## config.mk

```make
export PLATFORM = sky130hd
export DESIGN_NAME = chatter_gated_debouncer_unit_flat
export DESIGN_NICKNAME = d
export VERILOG_FILES = /design/src/sv/cgd_pkg.sv /design/src/sv/cgd_sample_if.sv /design/src/sv/cgd_result_if.sv /design/src/sv/cgd_cfg_regs.sv /design/src/sv/cgd_core.sv /design/src/sv/chatter_gated_debouncer_unit.sv /design/src/flat_wrapper.sv
export SDC_FILE = /design/constraint.sdc
export NUM_CORES = 1
export LEC_CHECK = 0
export ABC_AREA = 1
export BUFFER_PORTS_ARGS = -buffer_cell sky130_fd_sc_hd__buf_2
export CAP_MARGIN = 25
export CORE_ASPECT_RATIO = 0.75
export CORE_MARGIN = 2
export CORE_UTILIZATION = 60
export DETAILED_ROUTE_END_ITERATION = 7
export HOLD_SLACK_MARGIN = 0.1
export PLACE_DENSITY = 0.8
export SLEW_MARGIN = 20
export SYNTH_ARGS = -nofsm -noshare
export SYNTH_HDL_FRONTEND = slang
export SYNTH_SLANG_ARGS = --single-unit
```

## constraint.sdc

```tcl
create_clock -name clk -period 7 [get_ports clk]
set_input_delay 1.05 -clock clk [delete_from_list [all_inputs] [get_ports clk]]
set_output_delay 1.05 -clock clk [all_outputs]
set_load 0.05 [all_outputs]
```

## src/sv/cgd_pkg.sv

```systemverilog
// Package for the chatter-gated debouncer: widths, register indexes,
// configuration and result structs, and the small helper functions.
// No dependencies.
package cgd_pkg;

  localparam int unsigned HIST_W     = 8;
  localparam int unsigned CNT_W      = 8;
  localparam int unsigned CFG_DATA_W = 8;
  localparam int unsigned CFG_IDX_W  = 3;

  localparam logic [CNT_W-1:0] CNT_MAX  = 8'hFF;
  localparam logic [HIST_W-1:0] HIST_ONES = 8'hFF;
  localparam logic [3:0]        WIN_MAX  = 4'd8;

  // Configuration register indexes
  typedef enum logic [CFG_IDX_W-1:0] {
    REG_EDGE_LIMIT      = 3'd0,
    REG_CHATTER_CONFIRM = 3'd1,
    REG_RECENTER_TICKS  = 3'd2,
    REG_WINDOW_LEN      = 3'd3,
    REG_START_LEVEL     = 3'd4
  } cfg_reg_t;

  // Reset values of the configuration registers
  localparam logic [3:0]       RST_EDGE_LIMIT      = 4'd3;
  localparam logic [CNT_W-1:0] RST_CHATTER_CONFIRM = 8'd2;
  localparam logic [CNT_W-1:0] RST_RECENTER_TICKS  = 8'd50;
  localparam logic [3:0]       RST_WINDOW_LEN      = 4'd4;
  localparam logic             RST_START_LEVEL     = 1'b0;

  typedef struct packed {
    logic [3:0]       edge_limit;
    logic [CNT_W-1:0] chatter_confirm;
    logic [CNT_W-1:0] recenter_ticks;
    logic [3:0]       window_len;
    logic             start_level;
  } cfg_t;

  // Level reload request from the register file
  typedef struct packed {
    logic load;
    logic level;
  } level_load_t;

  typedef struct packed {
    logic              debounced_level;
    logic              pressed_pulse;
    logic              released_pulse;
    logic [HIST_W-1:0] history_bits;
  } result_t;

  // Number of level changes between the seven adjacent bit pairs
  function automatic logic [2:0] count_edges(input logic [HIST_W-1:0] h);
    logic [HIST_W-2:0] d;
    logic [2:0]        c;
    d = h[HIST_W-2:0] ^ h[HIST_W-1:1];
    c = '0;
    for (int i = 0; i < HIST_W - 1; i++) begin
      c = c + 3'(d[i]);
    end
    return c;
  endfunction

  // Window mask of the newest n samples, n above eight taken as eight
  function automatic logic [HIST_W-1:0] window_mask(input logic [3:0] n);
    logic [3:0] n_eff;
    n_eff = (n > WIN_MAX) ? WIN_MAX : n;
    return ~(HIST_ONES << n_eff);
  endfunction

  function automatic logic [CNT_W-1:0] sat_inc(input logic [CNT_W-1:0] v);
    return (v == CNT_MAX) ? v : v + 1'b1;
  endfunction

endpackage

```

## src/sv/cgd_sample_if.sv

```systemverilog
// Input channel of the debouncer: one raw switch sample per word.
// Depends on nothing.
interface cgd_sample_if;
  logic valid;
  logic ready;
  logic raw_level;

  modport source (output valid, output raw_level, input ready);
  modport sink   (input valid, input raw_level, output ready);
endinterface

```

## src/sv/cgd_result_if.sv

```systemverilog
// Output channel of the debouncer: level, pulses and history per word.
// Depends on nothing.
interface cgd_result_if;
  logic       valid;
  logic       ready;
  logic       debounced_level;
  logic       pressed_pulse;
  logic       released_pulse;
  logic [7:0] history_bits;

  modport source (output valid, output debounced_level, output pressed_pulse,
                  output released_pulse, output history_bits, input ready);
  modport sink   (input valid, input debounced_level, input pressed_pulse,
                  input released_pulse, input history_bits, output ready);
endinterface

```

## src/sv/cgd_cfg_regs.sv

```systemverilog
// Configuration register file of the debouncer; a write to start_level
// also issues a level reload to the core. Depends on cgd_pkg.
module cgd_cfg_regs (
  input  logic                             clk,
  input  logic                             rst,
  input  logic                             cfg_we,
  input  logic [cgd_pkg::CFG_IDX_W-1:0]    cfg_index,
  input  logic [cgd_pkg::CFG_DATA_W-1:0]   cfg_data,
  output cgd_pkg::cfg_t                    cfg,
  output cgd_pkg::level_load_t             level_load
);

  // Register writes
  always_ff @(posedge clk) begin
    if (rst) begin
      cfg.edge_limit      <= cgd_pkg::RST_EDGE_LIMIT;
      cfg.chatter_confirm <= cgd_pkg::RST_CHATTER_CONFIRM;
      cfg.recenter_ticks  <= cgd_pkg::RST_RECENTER_TICKS;
      cfg.window_len      <= cgd_pkg::RST_WINDOW_LEN;
      cfg.start_level     <= cgd_pkg::RST_START_LEVEL;
    end else if (cfg_we) begin
      case (cfg_index)
        cgd_pkg::REG_EDGE_LIMIT:      cfg.edge_limit      <= cfg_data[3:0];
        cgd_pkg::REG_CHATTER_CONFIRM: cfg.chatter_confirm <= cfg_data;
        cgd_pkg::REG_RECENTER_TICKS:  cfg.recenter_ticks  <= cfg_data;
        cgd_pkg::REG_WINDOW_LEN:      cfg.window_len      <= cfg_data[3:0];
        cgd_pkg::REG_START_LEVEL:     cfg.start_level     <= cfg_data[0];
        default: ;
      endcase
    end
  end

  // Level reload goes to the core in the same cycle as the write
  always_comb begin
    level_load.load  = cfg_we && (cfg_index == cgd_pkg::REG_START_LEVEL);
    level_load.level = cfg_data[0];
  end

endmodule

```

## src/sv/cgd_core.sv

```systemverilog
// Debouncer state (history, chatter and unstable counters, level) and the
// one-tick update logic. Depends on cgd_pkg.
module cgd_core (
  input  logic                 clk,
  input  logic                 rst,
  input  cgd_pkg::cfg_t        cfg,
  input  cgd_pkg::level_load_t level_load,
  input  logic                 step,
  input  logic                 raw_level,
  output cgd_pkg::result_t     result
);

  logic [cgd_pkg::HIST_W-1:0] sample_history, sample_history_next;
  logic [cgd_pkg::CNT_W-1:0]  chatter_run, chatter_run_next;
  logic [cgd_pkg::CNT_W-1:0]  unstable_run, unstable_run_next;
  logic                       accepted_level, accepted_level_next;

  logic [cgd_pkg::HIST_W-1:0] hist_sh;
  logic [cgd_pkg::HIST_W-1:0] mask;
  logic [cgd_pkg::CNT_W-1:0]  chat_upd, uns_upd;
  logic                       chattering, confirmed, timeout;
  logic                       pressed, released;

  // One tick of the debouncer
  always_comb begin
    hist_sh    = {sample_history[cgd_pkg::HIST_W-2:0], raw_level};
    chattering = {1'b0, cgd_pkg::count_edges(hist_sh)} >= cfg.edge_limit;
    chat_upd   = chattering ? cgd_pkg::sat_inc(chatter_run) : '0;
    confirmed  = chat_upd >= cfg.chatter_confirm;
    uns_upd    = confirmed ? cgd_pkg::sat_inc(unstable_run) : '0;
    timeout    = uns_upd >= cfg.recenter_ticks;
    mask       = cgd_pkg::window_mask(cfg.window_len);

    sample_history_next = hist_sh;
    chatter_run_next    = chat_upd;
    unstable_run_next   = uns_upd;
    accepted_level_next = accepted_level;
    pressed             = 1'b0;
    released            = 1'b0;

    if (timeout) begin
      // recenter history on the debounced level, no event
      sample_history_next = accepted_level ? cgd_pkg::HIST_ONES : '0;
      chatter_run_next    = '0;
      unstable_run_next   = '0;
    end else if (!confirmed) begin
      if (!accepted_level && ((hist_sh & mask) == mask)) begin
        accepted_level_next = 1'b1;
        pressed             = 1'b1;
      end else if (accepted_level && ((hist_sh & mask) == '0)) begin
        accepted_level_next = 1'b0;
        released            = 1'b1;
      end
    end

    result.debounced_level = accepted_level_next;
    result.pressed_pulse   = pressed;
    result.released_pulse  = released;
    result.history_bits    = sample_history_next;
  end

  // State registers; reset and level reload fill the history with the level
  always_ff @(posedge clk) begin
    if (rst) begin
      sample_history <= '0;
      chatter_run    <= '0;
      unstable_run   <= '0;
      accepted_level <= cgd_pkg::RST_START_LEVEL;
    end else if (level_load.load) begin
      sample_history <= level_load.level ? cgd_pkg::HIST_ONES : '0;
      chatter_run    <= '0;
      unstable_run   <= '0;
      accepted_level <= level_load.level;
    end else if (step) begin
      sample_history <= sample_history_next;
      chatter_run    <= chatter_run_next;
      unstable_run   <= unstable_run_next;
      accepted_level <= accepted_level_next;
    end
  end

endmodule

```

## src/sv/chatter_gated_debouncer_unit.sv

```systemverilog
// Top level of the chatter-gated debouncer: input sample register, core
// and result register. Depends on cgd_pkg, cgd_sample_if, cgd_result_if,
// cgd_cfg_regs and cgd_core.
//
//  port      | dir | word contents
//  ----------+-----+------------------------------------------------------
//  samples   | in  | raw_level
//  results   | out | debounced_level, pressed_pulse, released_pulse,
//            |     | history_bits
//  cfg_*     | in  | write enable, register index, write data (no wait)
//
// One word per cycle sustained while results is not stalled; a sample taken
// into the input register is processed by the core and its result word is
// loaded into the result register, from which results presents it.
// Reset (rst, synchronous) loads the default registers and a released level.
// A stall on results holds the result register and the input register;
// samples stays ready while either register has room.
module chatter_gated_debouncer_unit (
  input  logic                           clk,
  input  logic                           rst,
  cgd_sample_if.sink                     samples,
  cgd_result_if.source                   results,
  input  logic                           cfg_we,
  input  logic [cgd_pkg::CFG_IDX_W-1:0]  cfg_index,
  input  logic [cgd_pkg::CFG_DATA_W-1:0] cfg_data
);

  cgd_pkg::cfg_t        cfg;
  cgd_pkg::level_load_t level_load;
  cgd_pkg::result_t     core_result;
  cgd_pkg::result_t     out_word;

  logic s1_valid;
  logic s1_raw;
  logic out_valid;
  logic advance;

  cgd_cfg_regs u_cfg (
    .clk        (clk),
    .rst        (rst),
    .cfg_we     (cfg_we),
    .cfg_index  (cfg_index),
    .cfg_data   (cfg_data),
    .cfg        (cfg),
    .level_load (level_load)
  );

  cgd_core u_core (
    .clk        (clk),
    .rst        (rst),
    .cfg        (cfg),
    .level_load (level_load),
    .step       (s1_valid && advance),
    .raw_level  (s1_raw),
    .result     (core_result)
  );

  // Flow control: result register frees when empty or taken
  assign advance       = !out_valid || results.ready;
  assign samples.ready = !s1_valid || advance;

  // Input sample register
  always_ff @(posedge clk) begin
    if (rst) begin
      s1_valid <= 1'b0;
    end else if (samples.ready) begin
      s1_valid <= samples.valid;
    end
  end

  always_ff @(posedge clk) begin
    if (samples.ready && samples.valid) begin
      s1_raw <= samples.raw_level;
    end
  end

  // Result register
  always_ff @(posedge clk) begin
    if (rst) begin
      out_valid <= 1'b0;
    end else if (advance) begin
      out_valid <= s1_valid;
    end
  end

  always_ff @(posedge clk) begin
    if (advance && s1_valid) begin
      out_word <= core_result;
    end
  end

  assign results.valid           = out_valid;
  assign results.debounced_level = out_word.debounced_level;
  assign results.pressed_pulse   = out_word.pressed_pulse;
  assign results.released_pulse  = out_word.released_pulse;
  assign results.history_bits    = out_word.history_bits;

endmodule

```

## src/flat_wrapper.sv

```systemverilog
// flat-port wrapper written by rule: the top's interface ports become plain ports
module chatter_gated_debouncer_unit_flat 
  (clk, rst, cfg_we, cfg_index, cfg_data, samples_valid, samples_raw_level, samples_ready, results_valid, results_debounced_level, results_pressed_pulse, results_released_pulse, results_history_bits, results_ready);
  cgd_sample_if samples_i ();
  cgd_result_if results_i ();
  input  logic clk;
  input  logic rst;
  input  logic cfg_we;
  input  logic [cgd_pkg::CFG_IDX_W-1:0] cfg_index;
  input  logic [cgd_pkg::CFG_DATA_W-1:0] cfg_data;
  input wire logic [$bits(samples_i.valid)-1:0] samples_valid;
  input wire logic [$bits(samples_i.raw_level)-1:0] samples_raw_level;
  output wire logic [$bits(samples_i.ready)-1:0] samples_ready;
  output wire logic [$bits(results_i.valid)-1:0] results_valid;
  output wire logic [$bits(results_i.debounced_level)-1:0] results_debounced_level;
  output wire logic [$bits(results_i.pressed_pulse)-1:0] results_pressed_pulse;
  output wire logic [$bits(results_i.released_pulse)-1:0] results_released_pulse;
  output wire logic [$bits(results_i.history_bits)-1:0] results_history_bits;
  input wire logic [$bits(results_i.ready)-1:0] results_ready;
  assign samples_i.valid = samples_valid;
  assign samples_i.raw_level = samples_raw_level;
  assign samples_ready = samples_i.ready;
  assign results_valid = results_i.valid;
  assign results_debounced_level = results_i.debounced_level;
  assign results_pressed_pulse = results_i.pressed_pulse;
  assign results_released_pulse = results_i.released_pulse;
  assign results_history_bits = results_i.history_bits;
  assign results_i.ready = results_ready;
  chatter_gated_debouncer_unit u_core (.clk(clk), .rst(rst), .samples(samples_i), .results(results_i), .cfg_we(cfg_we), .cfg_index(cfg_index), .cfg_data(cfg_data));
endmodule
```

## Word level (Yosys, flattened, before mapping)

Index checks and enable logic that the tools add are counted.

| word-level totals | value |
|---|---|
| flip-flop bits (word level) | 62 |
| input bits | 17 |
| output and inout bits | 13 |

| cells by class | value |
|---|---|
| add/subtract/negate cells | 8 |
| $lt $le $gt $ge | 4 |
| equality and inequality tests | 7 |
| shifts and indexed selects | 1 |
| muxes and demuxes | 20 |
| bitwise logic cells | 3 |
| reductions and logical operators | 20 |

Operator list:

| operator | count |
|---|---|
| $mux W8 | 8 |
| $mux W7 | 3 |
| $add A8 B1 Y8 const B | 2 |
| $eq A8 B8 Y1 const B | 2 |
| $ge A8 B8 Y1 | 2 |
| $add A3 B1 Y3 | 4 |
| $and A8 B8 Y8 | 1 |
| $eq A8 B8 Y1 | 1 |
| $logic_not A8 Y1 | 1 |
| $mux W1 | 8 |
| $not A8 Y8 | 1 |
| $reduce_and A2 Y1 | 4 |
| $shl A8 B4 Y8 const A | 1 |
| $xor A7 B7 Y7 | 1 |
| $eq A3 B2 Y1 const B | 2 |
| $logic_and A1 B1 Y1 | 5 |
| $ge A3 B4 Y1 | 1 |
| $gt A4 B4 Y1 const B | 1 |
| $mux W4 | 1 |
| $reduce_or A2 Y1 | 2 |
| $add A2 B1 Y3 | 1 |
| $eq A3 B1 Y1 const B | 1 |
| $eq A3 B3 Y1 const B | 1 |
| $logic_not A1 Y1 | 3 |
| other kinds (5) | 6 |

## Longest topological paths before layout

| logic depth | value |
|---|---|
| depth in word-level cells | 15 |
| depth in mapped cells | 38 |
| gate-level depth less buffers | 37 |

## By module

A second synthesis with hierarchy kept.

| second synthesis, totals | value |
|---|---|
| cells, all modules | 545 |
| area, all modules | 3860.0 um2 |

By module, submodules not included:

| module | times used | cells each | area an instance (um2) |
|---|---|---|---|
| cgd_core | 1 | 366 | 2338.5 |
| cgd_cfg_regs | 1 | 155 | 1069.8 |
| chatter_gated_debouncer_unit | 1 | 24 | 451.7 |

## Worst setup path before layout

No wires, ideal clock.

| timing path | value |
|---|---|
| path kind | reg2reg |
| from | register u_core.s1_raw |
| to | register u_core.u_core.chatter_run[1] in the netlist's numbering |
| arrival | 5525 ps |
| data required time | 6930 ps |
| slack | 1405 ps |
| stages on the path, launching flop included | 30 |
| buffers on the path | 1 |
| period minus slack after synthesis | 5595 ps |
| cell sequence | edfxtp_1 -> xor2_1 -> fa_1 -> inv_1 -> fa_1 -> inv_1 -> fa_1 -> inv_1 -> fa_1 -> inv_1 -> ha_1 -> a21boi_1 -> o21ai_0 -> a21oi_4 -> nand3_1 -> inv_1 -> ha_1 -> a21o_1 -> nor2_1 -> nand3_2 -> o21ai_0 -> inv_1 -> ha_1 -> a21oi_1 -> o21a_1 -> nand3_2 -> nor2_4 -> buf_4 -> nand2_1 -> a21oi_1 |

| on the way | value |
|---|---|
| cells in the longest elaborated chain, start to end | 13 |

RTL lines:

| element | line | source |
|---|---|---|
| from (decl) | chatter_gated_debouncer_unit.sv:34 | `logic s1_raw;` |
| from (signal assigned) | chatter_gated_debouncer_unit.sv:73 | `s1_raw <= samples.raw_level;` |
| $xor A7 B7 Y7 * | cgd_pkg.sv:56 | `d = h[HIST_W-2:0] ^ h[HIST_W-1:1];` |
| $add A1 B1 Y2 * | cgd_pkg.sv:59 | `c = c + 3'(d[i]);` |
| $add A2 B1 Y3 * | cgd_pkg.sv:59 |  |
| $add A3 B1 Y3 * (4 in series) | cgd_pkg.sv:59 |  |
| $ge A3 B4 Y1 * | cgd_core.sv:27 | `chattering = {1'b0, cgd_pkg::count_edges(hist_sh)} >= cfg.edge_limit;` |
| $mux W8 * | cgd_core.sv:28 | `chat_upd = chattering ? cgd_pkg::sat_inc(chatter_run) : '0;` |
| $ge A8 B8 Y1 | cgd_core.sv:29 | `confirmed = chat_upd >= cfg.chatter_confirm;` |
| $mux W8 | cgd_core.sv:30 | `uns_upd = confirmed ? cgd_pkg::sat_inc(unstable_run) : '0;` |
| $ge A8 B8 Y1 | cgd_core.sv:31 | `timeout = uns_upd >= cfg.recenter_ticks;` |
| $mux W8 * | cgd_core.sv:41 | `if (timeout) begin` |
| to (signal assigned) | cgd_core.sv:76 | `chatter_run <= chatter_run_next;` |
| to (decl) | cgd_core.sv:14 | `logic [cgd_pkg::CNT_W-1:0] chatter_run, chatter_run_next;` |

Every way passes the cells marked *; elsewhere a longest branch is shown, timed or not.
A chain may end at the register's enable or synchronous reset.

## Worst setup path after layout

| timing path | value |
|---|---|
| from | register u_core.s1_raw |
| to | register u_core.u_core.chatter_run[0] in the netlist's numbering |

Same word-level chain as after synthesis.

==> out/qor.yml <==
routing:
  top_layer_used: "met4"
  firstDrtPassIters: 4
  drtIter0Drc: 246
  vias: 3172
  met2_length_um: 3500
  routed_wirelength_um: 8160
  routed_via_density: 5.40
  routedWlPerCell_um: 13.9
  met1Wirelength_um: 3820
  ant_nets: 0
  drc: 0
  met3_length_um: 712
global_route:
  grt_max_degree: 26
  antenna_found_initial: 0
  first_global_vias: 2861
  grt_pass1_wl_um: 13500
  grt_overflow_total: 0
  grt_use_total_pct: 26.7
synth:
  synth.most_common_cell: "nand2_1"
  synth_nets: 515
  synth_seq_cells: 62
  synth-edff-count: 12
  synth_top_flop_cell: "dfxtp_1"
  syn_avg_cell_area_um2: 7.48
  async_flop_share_pct: 0
  synthTopCellsByArea: "dfxtp_1 (28%), nand2_1 (11%), edfxtp_1 (10%), inv_1 (8.8%), ha_1 (7.4%)"
  yosys-top-cells-count: "nand2_1 (103), inv_1 (83), dfxtp_1 (50)"
  yosysUniqueCellTypes: 37
  synth_top_area_cell: "dfxtp_1"
  synth_top_area_share_pct: 28.3
  synth_seq_area_share_pct: 38.5
  yosys_warnings: 0
  syn_area_um2: 3540
  synth_cells: 473
power_and_ir_drop:
  seqPwrFrac_pct: 50.4
  p_int_mw: 0.541
  p_switching_mw: 0.214
  ir_drop_mv: 0.146
  clkPwrFrac_pct: 36.3
  p_total_mw: 0.756
  pwr-share-comb_pct: 13.4
  power_density_nw_per_um2: 193
  p_leak_nw: 1.89
  swShare_pct: 28.4
timing:
  rsz0062_at_grt: "no"
  min_period_ns: 6.43
  tns_ns: 0
  period_share_pct: 91.8
  clock-skew-final_ns: 0.00685
  fmax_ghz: 0.156
  tightestPinTransition_ns: 0.825
  slew_violations: 0
  hold_violations: 0
  worst_slew_margin_rel_pct: 44.9
  setup_viol: 0
floorplanning:
  core_area_um2: 5770
  die_y_um: 70.5
  rows: 24
  initial_core_util_pct: 61.4
  die_area_um2: 6540
  dieWidth_um: 92.7
  io-pin-count: 30
placement:
  placed_cell_area_um2: 3740
  globalplace.congestion: 0.931
  io_buffers: 29
  dp_hpwl_um: 6080
critical_path:
  crit_top_cell: "inv_1"
  worstSetupStartpointType: "flip-flop"
  slowest_delay_ns: 0.54
  worst-setup-path-type: "reg -> reg"
  cp.arrival_ns: 6.70
  crit_fanout: 15
  worstPathRequired_ns: 7.27
  cp_slowest_cell: "fa_1"
  worst_setup_path_end_kind: "flip-flop"
layout:
  fin_util_pct: 67.8
  drive_gt1_share_pct: 12.8
  area_growth_pct: 10.4
  fin_nets: 546
  num_antenna_cells: 0
  final_area_um2: 3910
clock_tree:
  clk_latency_ns: 0.35
  htreeDepth: 3
  ctsHoldBuffers: 0
  cts_buffers: 9
  cts_max_path_buffers: 2
  cts_tree: "built"
  clock-sinks: 62
  root_buffer: "clkbuf_8"
  cts_resized: 0
  clk_transition_reported_paths_ns: 0.07
  post_cts_buffers: 0
hold_path:
  hold_path_class: "reg -> reg"
outcome:
  status: "finished, final reports clean"
job:
  maxCapViolCount: 0
==> worst paths after layout <==
path / start / end / slack, ns / cells after the start
max: u_core.s1_raw / u_core.u_core.chatter_run[0] / 0.57 / 30
min: u_core.u_cfg.cfg[20] / u_core.u_cfg.cfg[20] / 0.47 / 2
max reg2reg: u_core.s1_raw / u_core.u_core.chatter_run[0] / 0.57 / 30
min reg2reg: u_core.u_cfg.cfg[20] / u_core.u_cfg.cfg[20] / 0.47 / 2
==> worst max-delay path, delay by kind of cell, from the launching register on <==
family,cells,cell delay [ns]
compound gates,8,1.22
fa+ha+maj,7,2.65
buf+inv,7,0.53
flops,1,0.42
simple gates,7,1.33
xor+xnor,1,0.18
==> cells by family (layout without fill, tap and decap cells) <==
kind of cell / count (synthesis) / in the layout / share of synthesized area, %
AND/OR/NAND/NOR: 189 / 189 / 23.8
adder cells (fa/ha/maj): 25 / 25 / 9.69
AO/OA/AOI/OAI: 89 / 89 / 14.6
flip-flops: 62 / 62 / 38.5
buffers and inverters: 96 / 132 / 10.4
XOR/XNOR: 12 / 12 / 2.97
==> layout by cell type, fill, tap and decap left out, types with 12 or more instances in the layout <==
cell type,n
nor2_1,37
a21oi_1,28
edfxtp_1,12
dfxtp_1,50
ha_1,21
o21ai_0,32
buf_2,29
nand3_1,22
inv_1,83
nand2_1,103
==> through the flow <==
stage	setup WS (ns)	instances	hold slack, ns
global placement	0.886	571	0.453
global route	0.0603	587	0.491
floorplan	1.40	473	0.435
CTS	0.601	587	0.468
detailed placement	0.670	571	0.458
finish	0.575	587	0.468
==> metal layers <==
| layer | up-vias | track usage [%] |
|---|---|---|
| li1 | 1582 | - |
| met1 | 1458 | 39.5 |
| met2 | 119 | 37.4 |
| met3 | 13 | 9.17 |
| met4 | 0 | 7.35 |
| met5 | - | 0 |
==> registers in the layout, summed over array words and instances, names as in the netlist, 7 cells and up <==
| name | flops |
|---|---|
| u_core.results.history_bits | 8 |
| u_core.u_cfg.cfg | 24 |
| u_core.u_core.chatter_run | 8 |
| u_core.u_core.sample_history | 7 |
| u_core.u_core.unstable_run | 8 |
==> final cells by class <==
cell class                 instances  area, um2
inverter                          87        327
timing repair buffer              29        145
clock buffer                      12        145
sequential                        62       1360
tap                               78       97.6
clock inverter                     4       22.5
fill                             488       1860
multi-input combinational        315       1810
==> power by group through the flow <==
stage / logic, mW / clock network [mW] / registers, mW
after floorplan: 0.0650 / 0 / 0.397
after global placement: 0.0976 / 0 / 0.388
after detailed placement: 0.100 / 0 / 0.388
after CTS: 0.101 / 0.279 / 0.381
after global routing: 0.115 / 0.297 / 0.382
final: 0.101 / 0.274 / 0.381
Power figures use the tool's default switching activity.
